[config.mk]
export PLATFORM = sky130hd
export DESIGN_NAME = ptcm_front_flat
export DESIGN_NICKNAME = d
export VERILOG_FILES = /design/src/sv/packet_timing_compliance_monitor_top_macros.svh /design/src/sv/ptcm_pkg.sv /design/src/sv/ptcm_req_if.sv /design/src/sv/ptcm_front.sv /design/src/flat_wrapper.sv
export SDC_FILE = /design/constraint.sdc
export NUM_CORES = 1
export LEC_CHECK = 0
export BUFFER_PORTS_ARGS = -buffer_cell sky130_fd_sc_hd__buf_2
export CORE_ASPECT_RATIO = 1.4
export CORE_MARGIN = 5
export CORE_UTILIZATION = 56
export DETAILED_ROUTE_END_ITERATION = 6
export GPL_TIMING_DRIVEN = 1
export PLACE_DENSITY = 0.95
export SLEW_MARGIN = 10
export SYNTH_ARGS = -nofsm -noshare
export SYNTH_HDL_FRONTEND = slang
export SYNTH_SLANG_ARGS = --single-unit
[constraint.sdc]
create_clock -name clock -period 14.7 [get_ports clock]
set_input_delay 2.94 -clock clock [delete_from_list [all_inputs] [get_ports clock]]
set_output_delay 2.94 -clock clock [all_outputs]
set_load 0.02 [all_outputs]
[src/sv/packet_timing_compliance_monitor_top_macros.svh]
// assertion helpers
`ifndef PACKET_TIMING_COMPLIANCE_MONITOR_TOP_MACROS_SVH
`define PACKET_TIMING_COMPLIANCE_MONITOR_TOP_MACROS_SVH
`define PTCM_ASSERT(lbl, clk, rst, prop, msg) \
   lbl: assert property (@(posedge clk) disable iff (rst) prop) else $error(msg);
`define PTCM_ASSERT_NR(lbl, clk, prop, msg) \
   lbl: assert property (@(posedge clk) prop) else $error(msg);
`endif

[src/sv/ptcm_pkg.sv]
package ptcm_pkg;
   localparam int FILL_FRAC_BITS_DEF = 16;
   localparam int COUNTER_WIDTH_DEF = 32;
   localparam int SEQ_W = 16;
   localparam int ARR_W = 63;
   localparam int IVL_W = 30;
   localparam int CSR_IDX_W = 2;
   localparam int CSR_DATA_W = 32;
   localparam logic [CSR_IDX_W-1:0] CSR_INTERVAL = 2'd0;
   localparam logic [CSR_IDX_W-1:0] CSR_CAPACITY = 2'd1;
   localparam logic [CSR_IDX_W-1:0] CSR_BURST = 2'd2;
   localparam logic [CSR_IDX_W-1:0] CSR_LATENESS = 2'd3;
   localparam logic [IVL_W-1:0] RST_INTERVAL = 30'd166833;
   localparam logic [15:0] RST_CAPACITY = 16'd16;
   localparam logic [15:0] RST_BURST = 16'd8;
   localparam logic [31:0] RST_LATENESS = 32'd333666;

   typedef struct packed {
      logic [SEQ_W-1:0] seq_number;
      logic [ARR_W-1:0] arrival_time_ns;
   } req_type;

   typedef struct packed {
      logic old_or_duplicate;
      logic [31:0] buffer_fill;
      logic [31:0] peak_buffer_fill;
      logic [31:0] overflow_count;
      logic [15:0] burst_length;
      logic [15:0] longest_burst;
      logic signed [63:0] packet_lateness_ns;
      logic [62:0] worst_lateness_ns;
      logic [31:0] late_packets;
      logic [31:0] packet_count;
      logic compliant;
   } rsp_type;

   // classified request handed from front to back
   typedef struct packed {
      logic first;
      logic old;
      logic [31:0] ext;
      logic [ARR_W-1:0] arrival;
   } job_type;
endpackage

[src/sv/ptcm_req_if.sv]
interface ptcm_req_if;
   import ptcm_pkg::*;
   logic valid;
   logic ready;
   req_type payload;
   modport source (output valid, output payload, input ready);
   modport sink (input valid, input payload, output ready);
endinterface

[src/sv/ptcm_front.sv]
module ptcm_front (
   input logic clock,
   input logic reset,
   ptcm_req_if.sink req,
   output logic job_valid,
   input logic job_ready,
   output ptcm_pkg::job_type job
);
   import ptcm_pkg::*;
   logic started_ff;
   logic [31:0] newest_ff;
   logic [31:0] cand, ext;
   logic take;

   always_comb begin
      cand = {newest_ff[31:16], req.payload.seq_number};
      ext = cand;
      if (cand + 32'h8000 < newest_ff) begin
         ext = cand + 32'h10000;
      end else if (cand > newest_ff + 32'h8000 && cand >= 32'h10000) begin
         ext = cand - 32'h10000;
      end
   end

   assign req.ready = job_ready;
   assign take = req.valid & job_ready;
   assign job_valid = req.valid;
   assign job.first = !started_ff;
   assign job.old = started_ff && (ext <= newest_ff);
   assign job.ext = started_ff ? ext : {16'd0, req.payload.seq_number};
   assign job.arrival = req.payload.arrival_time_ns;

   always_ff @(posedge clock) begin
      if (reset) begin
         started_ff <= 1'b0;
         newest_ff <= '0;
      end else if (take) begin
         started_ff <= 1'b1;
         if (!job.old) begin
            newest_ff <= job.ext;
         end
      end
   end
endmodule

[src/flat_wrapper.sv]
// flat-port wrapper written by rule: the top's interface ports become plain ports
module ptcm_front_flat import ptcm_pkg::*;
  (clock, reset, job_valid, job_ready, job, req_valid, req_payload, req_ready);
  ptcm_req_if req_i ();
  input logic clock;
  input logic reset;
  output logic job_valid;
  input logic job_ready;
  output ptcm_pkg::job_type job;
  input wire logic [$bits(req_i.valid)-1:0] req_valid;
  input wire logic [$bits(req_i.payload)-1:0] req_payload;
  output wire logic [$bits(req_i.ready)-1:0] req_ready;
  assign req_i.valid = req_valid;
  assign req_i.payload = req_payload;
  assign req_ready = req_i.ready;
  ptcm_front u_core (.clock(clock), .reset(reset), .req(req_i), .job_valid(job_valid), .job_ready(job_ready), .job(job));
endmodule
==> metrics.txt <==
die width 91.0 um; Clock Skew roughly 0.0053 ns; initial antenna violation count 0; Non-Filler Instances 720; H-tree depth 2; Die Area 11200 um2; Initial DRC Count a little over 500; vias in the first global route 5009; Async SR Flop Fraction 0%; Num CTS Buffers 5; Period Utilization, post-route 75.5%; routed vias 4963; first-pass GRT wire length 23700 um; Rel. slew slack between 30% and 40%; CTS hold repair buffers 0; layout cell share with drive strength beyond 1 15.5%; met2 WL 7270 um; element type at the critical path start input port; outcome finished clean; Reg area 661 um2; n_diodes 0; Leak Pwr 2.15 nW; routed wire length per instance about 21 um; area of the multi-input gates 3500 um2; CTS tree done; critical path type in2out; GPL Wtd Cong around 0.97; setup bufs post-CTS 0; placed cells 712; HP Class reg2reg; largest net degree at the start of global routing 39; PD cells 61.3 nW/um2; origin of the critical flop-to-flop path u_core.newest_ff[16]; CP required 11.76 ns; syn_nets 804; FP Rows between 40 and 50; yosys warns 0; CP endpoint kind output pin; uppermost layer routed met4; synthesis-to-finish area growth -3.65%; Final Critical Period 11.10 ns; via/cell ratio 6.89; post-synthesis cell type count 78; RR Endpoint u_core.newest_ff[27]; Worst IR Drop VDD between 90 and 100 uV; I/O Buffers 55; top_reg_cell synth dfxtp_1; IO Pins 182; post-route ant nets 0; Peak Freq 0.0901 GHz; Post-CTS Resized 0; Fill cells 775; final setup TNS 0 ns; R2R setup slack 5.90 ns; final hold vios 0; Worst Setup SP req_payload[78]; DRT met1 WL 5120 um; DP Wirelength about 11000 um; synthesized area approximately 5100 um2; Clock Latency Late Sink 0.29 ns; max cap viols 0; # setup viols final 0; final slew viol count 0; Worst-Margin Slew a little under 1 ns; RSZ-0062 raised after global routing false; Cells after Synth 666; met3 WL post-DR around 1400 um; Core ar. 8980 um2; GRT Resource Usage Total around 26%; total global routing overflow 0; Reg2Reg Depth 28; Seq cells post-synth 33; Layout Nets 750; DRC 0; Post-synth EDFFs 0; critical path arrival 8.16 ns; worst setup path end job[95]; Max Root-Sink Buffers 2; fraction of the yosys area taken by sequential cells 12.9%; total clock sinks 33; Die H 123 um; First-pass DRT Iterations 5; total length of routed wires 14800 um; Reg clk slew, reported paths 0.06 ns; Worst Path Max Fanout 22; synthesized area per cell slightly below 8 um2; Initial Util 57.3%; CTS root buf clkbuf_16
==> worst max-delay path: stages <==
cell      delay (ns)
buf_2           0.17
clkinv_1        0.27
nor4_1          0.39
ha_1            0.31
xor2_1          0.17
and3_1          0.21
a221o_1         0.18
a31o_1          0.36
a21o_1          0.77
nand3_1         0.23
and2_1          0.24
xnor2_1         0.15
ha_1            0.32
a21o_1          0.16
a21o_1          0.17
a221o_1         0.33
or2_2           0.29
o21ai_1         0.16
nand2_1         0.08
nand2_1         0.08
buf_2           0.16
==> kinds of logic (layout without fill, tap and decap cells) <==
kind of cell	after synthesis	in the layout	synth area share (%)
flip-flops	33	33	12.9
adder cells (fa/ha/maj)	55	55	13.4
multiplexers	28	28	5.62
XOR/XNOR	28	28	4.77
AND/OR/NAND/NOR	238	238	26.2
buffers and inverters	162	109	19.0
AO/OA/AOI/OAI	122	122	18.2
==> layout make-up <==
cell class,instances,share of cell area [%]
Tap cell,107,2.70
Clock buffer,5,2.53
Sequential cell,33,13.3
Timing Repair Buffer,58,6.01
Clock inverter,3,1.39
Multi-Input combinational cell,471,70.8
Inverter,43,3.26
==> worst min-delay path by stage <==
stage / slack, ns / depth (start not counted) / to / startpoint
6_report: 0.50 / 2 / u_core.newest_ff[3] / u_core.newest_ff[3]
3_5_place_dp: 0.49 / 2 / u_core.newest_ff[3] / u_core.newest_ff[3]
5_1_grt: 0.54 / 2 / u_core.newest_ff[5] / u_core.newest_ff[5]
4_1_cts: 0.50 / 2 / u_core.newest_ff[3] / u_core.newest_ff[3]
2_1_floorplan: 0.46 / 2 / u_core.newest_ff[0] / u_core.newest_ff[0]
3_3_place_gp: 0.47 / 2 / u_core.newest_ff[0] / u_core.newest_ff[0]
==> state kept, by name, summed over array words and instances, names as in the netlist <==
register,count
u_core.started_ff,1
u_core.newest_ff,32
==> per-layer routing <==
metal	global-route usage, %	vias up
li1	-	2208
met1	26.0	2273
met2	45.2	351
met3	5.42	131
met4	20.1	0
met5	0	-
==> power by group <==
| group | switching, mW | internal, mW | leakage [nW] |
|---|---|---|---|
| clock network | 0.0450 | 0.0978 | 0.0944 |
| registers | 0.00201 | 0.0923 | 0.268 |
| logic | 0.0425 | 0.0238 | 1.79 |
| total | 0.0895 | 0.214 | 2.15 |
==> synthesized netlist by cell type, drive strengths merged (10+ instances only) <==
| library cell | instances | area, um2 |
|---|---|---|
| a211oi | 13 | 103 |
| inv | 40 | 150 |
| nor4 | 15 | 115 |
| o21ai | 10 | 50.1 |
| nand3 | 25 | 140 |
| ha | 55 | 688 |
| nor2 | 53 | 201 |
| nand4 | 19 | 191 |
| a21oi | 31 | 166 |
| a31oi | 10 | 77.6 |
| xor2 | 11 | 96.3 |
| clkbuf | 15 | 56.3 |
| dfxtp | 33 | 661 |
| mux2i | 24 | 240 |
| nor3 | 20 | 105 |
| buf | 104 | 757 |
| nand2 | 47 | 176 |
| xnor2 | 17 | 149 |
| and2 | 13 | 81.3 |
==> stage by stage <==
step	setup WS (ns)	power [mW]	area (um2)	hold slack [ns]	util, %
after detailed placement	3.76	0.160	4760	0.486	53.0
after floorplan	4.89	0.170	5140	0.459	-
after global placement	3.99	0.156	4760	0.473	53.0
final	3.60	0.303	4950	0.502	55.2
after CTS	3.72	0.302	4950	0.500	55.2
after global routing	3.34	0.314	4950	0.545	55.2
==> cell usage in the layout (no fill, tap or decap), drive strengths merged, types with 17 or more instances in the layout <==
master   n
buf     58
ha      55
nor2    53
nand2   47
inv     41
dfxtp   33
a21oi   31
nand3   25
mux2i   24
nor3    20
nand4   19
xnor2   17
Note: power is estimated with default switching activity, not from simulation.
