**src/sv/packet_timing_compliance_monitor_top_macros.svh**
```systemverilog
// assertion helpers
`ifndef PACKET_TIMING_COMPLIANCE_MONITOR_TOP_MACROS_SVH
`define PACKET_TIMING_COMPLIANCE_MONITOR_TOP_MACROS_SVH
`define PTCM_ASSERT(lbl, clk, rst, prop, msg) \
   lbl: assert property (@(posedge clk) disable iff (rst) prop) else $error(msg);
`define PTCM_ASSERT_NR(lbl, clk, prop, msg) \
   lbl: assert property (@(posedge clk) prop) else $error(msg);
`endif

```
**src/sv/ptcm_pkg.sv**
```systemverilog
package ptcm_pkg;
   localparam int FILL_FRAC_BITS_DEF = 16;
   localparam int COUNTER_WIDTH_DEF = 32;
   localparam int SEQ_W = 16;
   localparam int ARR_W = 63;
   localparam int IVL_W = 30;
   localparam int CSR_IDX_W = 2;
   localparam int CSR_DATA_W = 32;
   localparam logic [CSR_IDX_W-1:0] CSR_INTERVAL = 2'd0;
   localparam logic [CSR_IDX_W-1:0] CSR_CAPACITY = 2'd1;
   localparam logic [CSR_IDX_W-1:0] CSR_BURST = 2'd2;
   localparam logic [CSR_IDX_W-1:0] CSR_LATENESS = 2'd3;
   localparam logic [IVL_W-1:0] RST_INTERVAL = 30'd166833;
   localparam logic [15:0] RST_CAPACITY = 16'd16;
   localparam logic [15:0] RST_BURST = 16'd8;
   localparam logic [31:0] RST_LATENESS = 32'd333666;

   typedef struct packed {
      logic [SEQ_W-1:0] seq_number;
      logic [ARR_W-1:0] arrival_time_ns;
   } req_type;

   typedef struct packed {
      logic old_or_duplicate;
      logic [31:0] buffer_fill;
      logic [31:0] peak_buffer_fill;
      logic [31:0] overflow_count;
      logic [15:0] burst_length;
      logic [15:0] longest_burst;
      logic signed [63:0] packet_lateness_ns;
      logic [62:0] worst_lateness_ns;
      logic [31:0] late_packets;
      logic [31:0] packet_count;
      logic compliant;
   } rsp_type;

   // classified request handed from front to back
   typedef struct packed {
      logic first;
      logic old;
      logic [31:0] ext;
      logic [ARR_W-1:0] arrival;
   } job_type;
endpackage

```
**src/sv/ptcm_queue.sv**
```systemverilog
module ptcm_queue (
   input logic clock,
   input logic reset,
   input logic in_valid,
   output logic in_ready,
   input ptcm_pkg::job_type in_job,
   output logic out_valid,
   input logic out_ready,
   output ptcm_pkg::job_type out_job
);
   import ptcm_pkg::*;
   job_type mem_ff [2];
   logic wp_ff, rp_ff;
   logic [1:0] cnt_ff;
   logic push, pop;

   assign in_ready = cnt_ff != 2'd2;
   assign out_valid = cnt_ff != 2'd0;
   assign out_job = mem_ff[rp_ff];
   assign push = in_valid & in_ready;
   assign pop = out_valid & out_ready;

   always_ff @(posedge clock) begin
      if (push) begin
         mem_ff[wp_ff] <= in_job;
      end
      if (reset) begin
         wp_ff <= 1'b0;
         rp_ff <= 1'b0;
         cnt_ff <= '0;
      end else begin
         if (push) wp_ff <= ~wp_ff;
         if (pop) rp_ff <= ~rp_ff;
         cnt_ff <= cnt_ff + {1'b0, push} - {1'b0, pop};
      end
   end

   `include "packet_timing_compliance_monitor_top_macros.svh"
   `PTCM_ASSERT(a_no_overrun, clock, reset, cnt_ff == 2'd2 |-> !push, "queue overrun")
   `PTCM_ASSERT(a_no_underrun, clock, reset, cnt_ff == 2'd0 |-> !pop, "queue underrun")
   `PTCM_ASSERT(a_count, clock, reset, push && !pop |=> cnt_ff == $past(cnt_ff) + 2'd1,
      "queue count")
endmodule

```
**config.mk**
```make
export PLATFORM = sky130hd
export DESIGN_NAME = ptcm_queue
export DESIGN_NICKNAME = d
export VERILOG_FILES = /design/src/sv/ptcm_pkg.sv /design/src/sv/ptcm_queue.sv
export VERILOG_INCLUDE_DIRS = /design/src /design/src/sv
export SDC_FILE = /design/constraint.sdc
export NUM_CORES = 1
export LEC_CHECK = 0
export BUFFER_PORTS_ARGS = -buffer_cell sky130_fd_sc_hd__buf_4
export CAP_MARGIN = 20
export CELL_PAD_IN_SITES_DETAIL_PLACEMENT = 1
export CELL_PAD_IN_SITES_GLOBAL_PLACEMENT = 1
export CORE_MARGIN = 2
export CORE_UTILIZATION = 47
export CTS_CLUSTER_DIAMETER = 60
export CTS_CLUSTER_SIZE = 25
export DETAILED_ROUTE_END_ITERATION = 10
export GPL_TIMING_DRIVEN = 1
export PLACE_DENSITY_LB_ADDON = 0.15
export SYNTH_ARGS = -nofsm -noshare
export SYNTH_HDL_FRONTEND = slang
export SYNTH_SLANG_ARGS = --single-unit
```
**constraint.sdc**
```tcl
create_clock -name clock -period 11 [get_ports clock]
set_clock_uncertainty 0.2 [all_clocks]
set_input_delay 1.1 -clock clock [delete_from_list [all_inputs] [get_ports clock]]
set_output_delay 1.1 -clock clock [all_outputs]
set_load 0.02 [all_outputs]
```
==> results.md <==
Outcome:
- The run finished with clean final reports.

Clock network:
- TritonCTS built the clock tree.
- Hold repair after CTS inserted 0 buffers.
- The post-CTS setup buffer count is 0.
- The library cell used as clock root buffer is sky130_fd_sc_hd__clkbuf_16.
- The post-cts gate resize count is 0.
- The later pin in the worst-skew pair is clocked with a latency of about 0.42 ns.
- In this run the deepest clock path goes through 2 buffers.
- Clock tree synthesis inserted a total of 17 buffers.
- Counting every sink on the clock net gives 199.
- The clock transition at the registers of the reported paths is 0.06 ns.
- The H-tree depth is 4.

Setup path:
- Data arrives at the worst endpoint at 2.45 ns.
- The critical path startpoint category is a flop.
- The critical path goes through buf_4 -> buf_16 -> mux2_2 -> buf_4.
- At the worst endpoint, the required time is 9.70 ns.
- The worst-case register-to-register setup slack is 8.22 ns.
- The critical path endpoint category is a primary output.
- The largest individual stage delay along the critical path comes from the cell sky130_fd_sc_hd__buf_4.
- The critical path's most frequent cell is sky130_fd_sc_hd__buf_4.
- In this run the worst path has a maximum fanout of 48.
- The number of buffer and inverter stages on the critical path is 3.
- Grouping stages by cell kind, the critical path spends the most delay in buffers and inverters.
- The largest single stage delay on the critical path is approximately 0.54 ns.
- The kind of critical path is flop to primary output.

Detailed routing:
- The average wire per standard cell is 19.7 um.
- The detail-routed via count per cell is 4.89.
- The final routed wirelength across all metal layers is ~15000 um.
- For this block, the initial DRC count from the detailed router was 182.
- The final antenna-violating net count is 0.
- The first TritonRoute pass finished after 4 iterations.
- The vias after detailed routing is 3728.
- The DRC violation count after routing is 0.

Floorplan:
- The horizontal die dimension is 129 um.
- For this design the top-level I/O count stands at 200.
- The area inside the core boundary is 15300 um^2.
- The total die area is 16600 um^2.
- The die height is 129 um.
- The initial utilization of the core area, before any placement, comes to 0.481.
- The floorplan has 45 rows.

Yosys:
- By count the netlist is led by sky130_fd_sc_hd__edfxtp_1 (194), sky130_fd_sc_hd__mux2_2 (68), sky130_fd_sc_hd__mux2_4 (30).
- A synthesized cell averages 22.5 um^2.
- The xor/xnor cell area share of the yosys netlist is 0.00358.
- The most numerous cell in the Yosys netlist is sky130_fd_sc_hd__edfxtp_1.
- The net count after synthesis is 429.
- The simple-gate share of the synthesized area is 0.00733.
- After synthesis, the largest family of logic cells by area is multiplexers.
- The area share of the largest cell type after synthesis is 0.793.
- The most used flip-flop cell after synthesis is sky130_fd_sc_hd__edfxtp_1.
- The fraction of the yosys area taken by sequential cells is 0.807.
- The cell type with the largest total area after synthesis is sky130_fd_sc_hd__edfxtp_1.
- Of all flip-flops after synthesis, the portion carrying an async set or reset was 0.
- The synthesized-area fraction occupied by ao, oa, aoi and oai cells came to 0.00102.
- After synthesis, the share of cell area in mux cells is 0.166.
- The cell count after synthesis came out at 326.
- The summed instance area of the synthesized netlist is about 7300 um^2.
- The number of distinct standard cells referenced by the synthesized netlist is 17.
- The number of enable-type register cells in the synthesized netlist is 194.
- By area the synthesized netlist is led by sky130_fd_sc_hd__edfxtp_1 (79%), sky130_fd_sc_hd__mux2_2 (10%), sky130_fd_sc_hd__mux2_4 (6.1%), sky130_fd_sc_hd__dfxtp_1 (1.4%), sky130_fd_sc_hd__buf_6 (0.77%).
- The post-synthesis register bit count is between 150 and 200.
- The synthesis warning total is 0.
- The share of synthesized cell area in full adder, half adder and majority cells is 0.00341.

GRT:
- The via count of the first global-routing pass is 4029.
- Entering global routing, the biggest net connects around 70 pins.
- Global routing finished with a remaining overflow of 0.
- The initial antenna violation count is 0.
- For this run, the total global-route usage over all layers was measured as 0.185.
- The first-pass GRT wire length is ~22000 um.

Timing:
- After layout, the minimum clock period comes to ~3.8 ns.
- The highest achievable clock rate is roughly 0.27 GHz.
- The total negative slack is 0 ns.
- The final hold slack is 0.321 ns.
- The post-route fraction of the period consumed by the critical path is 0.341.
- The count of final hold-check violations is 0.
- The actual transition at the worst max-transition pin is 0.946 ns.
- The final number of max-transition violations was 0.
- Setup violations remaining at the end of the flow were counted as 0.
- Setup repair after global routing left no endpoint under its margin.
- The worst relative slew slack is 0.369.
- The final worst-path setup slack is 7.25 ns.

Final layout:
- The fraction of layout instances using a drive strength above 1 is 0.603.
- The synthesis-to-finish area growth is 32.0%.
- The layout net count is 641.
- The filler-free cell count of the finished design is 762.
- The cell area after layout is roughly 9700 um^2.
- The final antenna diode count is 0.

Power:
- The cell area power density is roughly 230 nW/um^2.
- The leakage component of the power is 3.66 nW.
- The maximum VDD drop is 0.125 mV.

Run:
- Max-cap violations in this run came to 0.

Placement:
- The number of input and output port buffers inserted is 199.
- The worst setup slack before clock tree synthesis is 7.30 ns.
- Summed over all nets, the half-perimeter wirelength after detailed placement is 9930 um.
- The last weighted congestion value of the routability-driven placer is 0.711.
- Counting tap cells, the placed design contains a total of 729 instances.
- The cell area after placement is 9080 um^2.

Hold path:
- The worst hold path belongs to the class flop to flop.
-- stage by stage --
| step | util | power [mW] |
|---|---|---|
| finish | 0.636 | 2.28 |
| global route | 0.636 | 2.37 |
| CTS | 0.634 | 2.30 |
| detailed placement | 0.595 | 1.68 |
| global placement | 0.593 | 1.65 |
| floorplan | - | 1.42 |
-- sequential cells by signal (all words and copies together) (netlist names), named ones only --
register  cells
cnt_ff        2
rp_ff         1
mem_ff      194
wp_ff         1
-- routing by layer --
layer | GRT usage | vias up | part of all wire
li1 | - | 1705 | -
met4 | 0.0684 | 0 | 0.013
met5 | 0 | - | 0
met3 | 0.0636 | 19 | 0.077
met2 | 0.308 | 159 | 0.51
met1 | 0.227 | 1845 | 0.40
-- tightest hold or removal path: stages (launching register included) --
cell	delay [ns]
sky130_fd_sc_hd__dfxtp_1	0.33
sky130_fd_sc_hd__xnor2_1	0.08
sky130_fd_sc_hd__nor2_1	0.07
-- area by class of cell --
cell class,instances,area [um^2]
clock buffers,20,437
clock inverters,12,151
fillers,1292,5560
inverters,1,3.75
multi-input cells,115,1340
flip-flops and latches,199,5930
well taps,211,264
repair buffers,204,1570
-- placed cells by master (no fill, tap or decap), types with 3 or more instances in the layout --
cell type and n:
sky130_fd_sc_hd__mux2_4 30, sky130_fd_sc_hd__clkinv_1 3, sky130_fd_sc_hd__buf_4 202, sky130_fd_sc_hd__clkbuf_1 3, sky130_fd_sc_hd__dfxtp_1 4, sky130_fd_sc_hd__edfxtp_1 194, sky130_fd_sc_hd__bufinv_16 3, sky130_fd_sc_hd__mux2_2 68
sky130_fd_sc_hd__clkbuf_16 17, sky130_fd_sc_hd__nor2_1 4
-- report_power, final --
| part | internal [mW] | switching [mW] |
|---|---|---|
| logic | 0.314 | 0.350 |
| clock network | 0.358 | 0.265 |
| registers | 0.953 | 0.0369 |
| total | 1.63 | 0.652 |
-- cell families (layout without fill, tap and decap cells) --
kind of cell / count (synthesis) / after routing
flops: 199 / 199
mux: 98 / 98
buf+inv: 12 / 237
simple gates: 11 / 11
xor+xnor: 3 / 3
fa+ha+maj: 2 / 2
compound gates: 1 / 1
-- final timing paths --
kind,from,end,depth (start not counted)
hold reg to reg,rp_ff$_SDFFE_PP0P_,rp_ff$_SDFFE_PP0P_,2
hold / removal,rp_ff$_SDFFE_PP0P_,rp_ff$_SDFFE_PP0P_,2
setup / recovery,flop,out_job[2],4
setup reg to reg,cnt_ff[0]$_SDFF_PP0_,mem_ff[0][11]$_DFFE_PP_,5
Power figures use the tool's default switching activity.
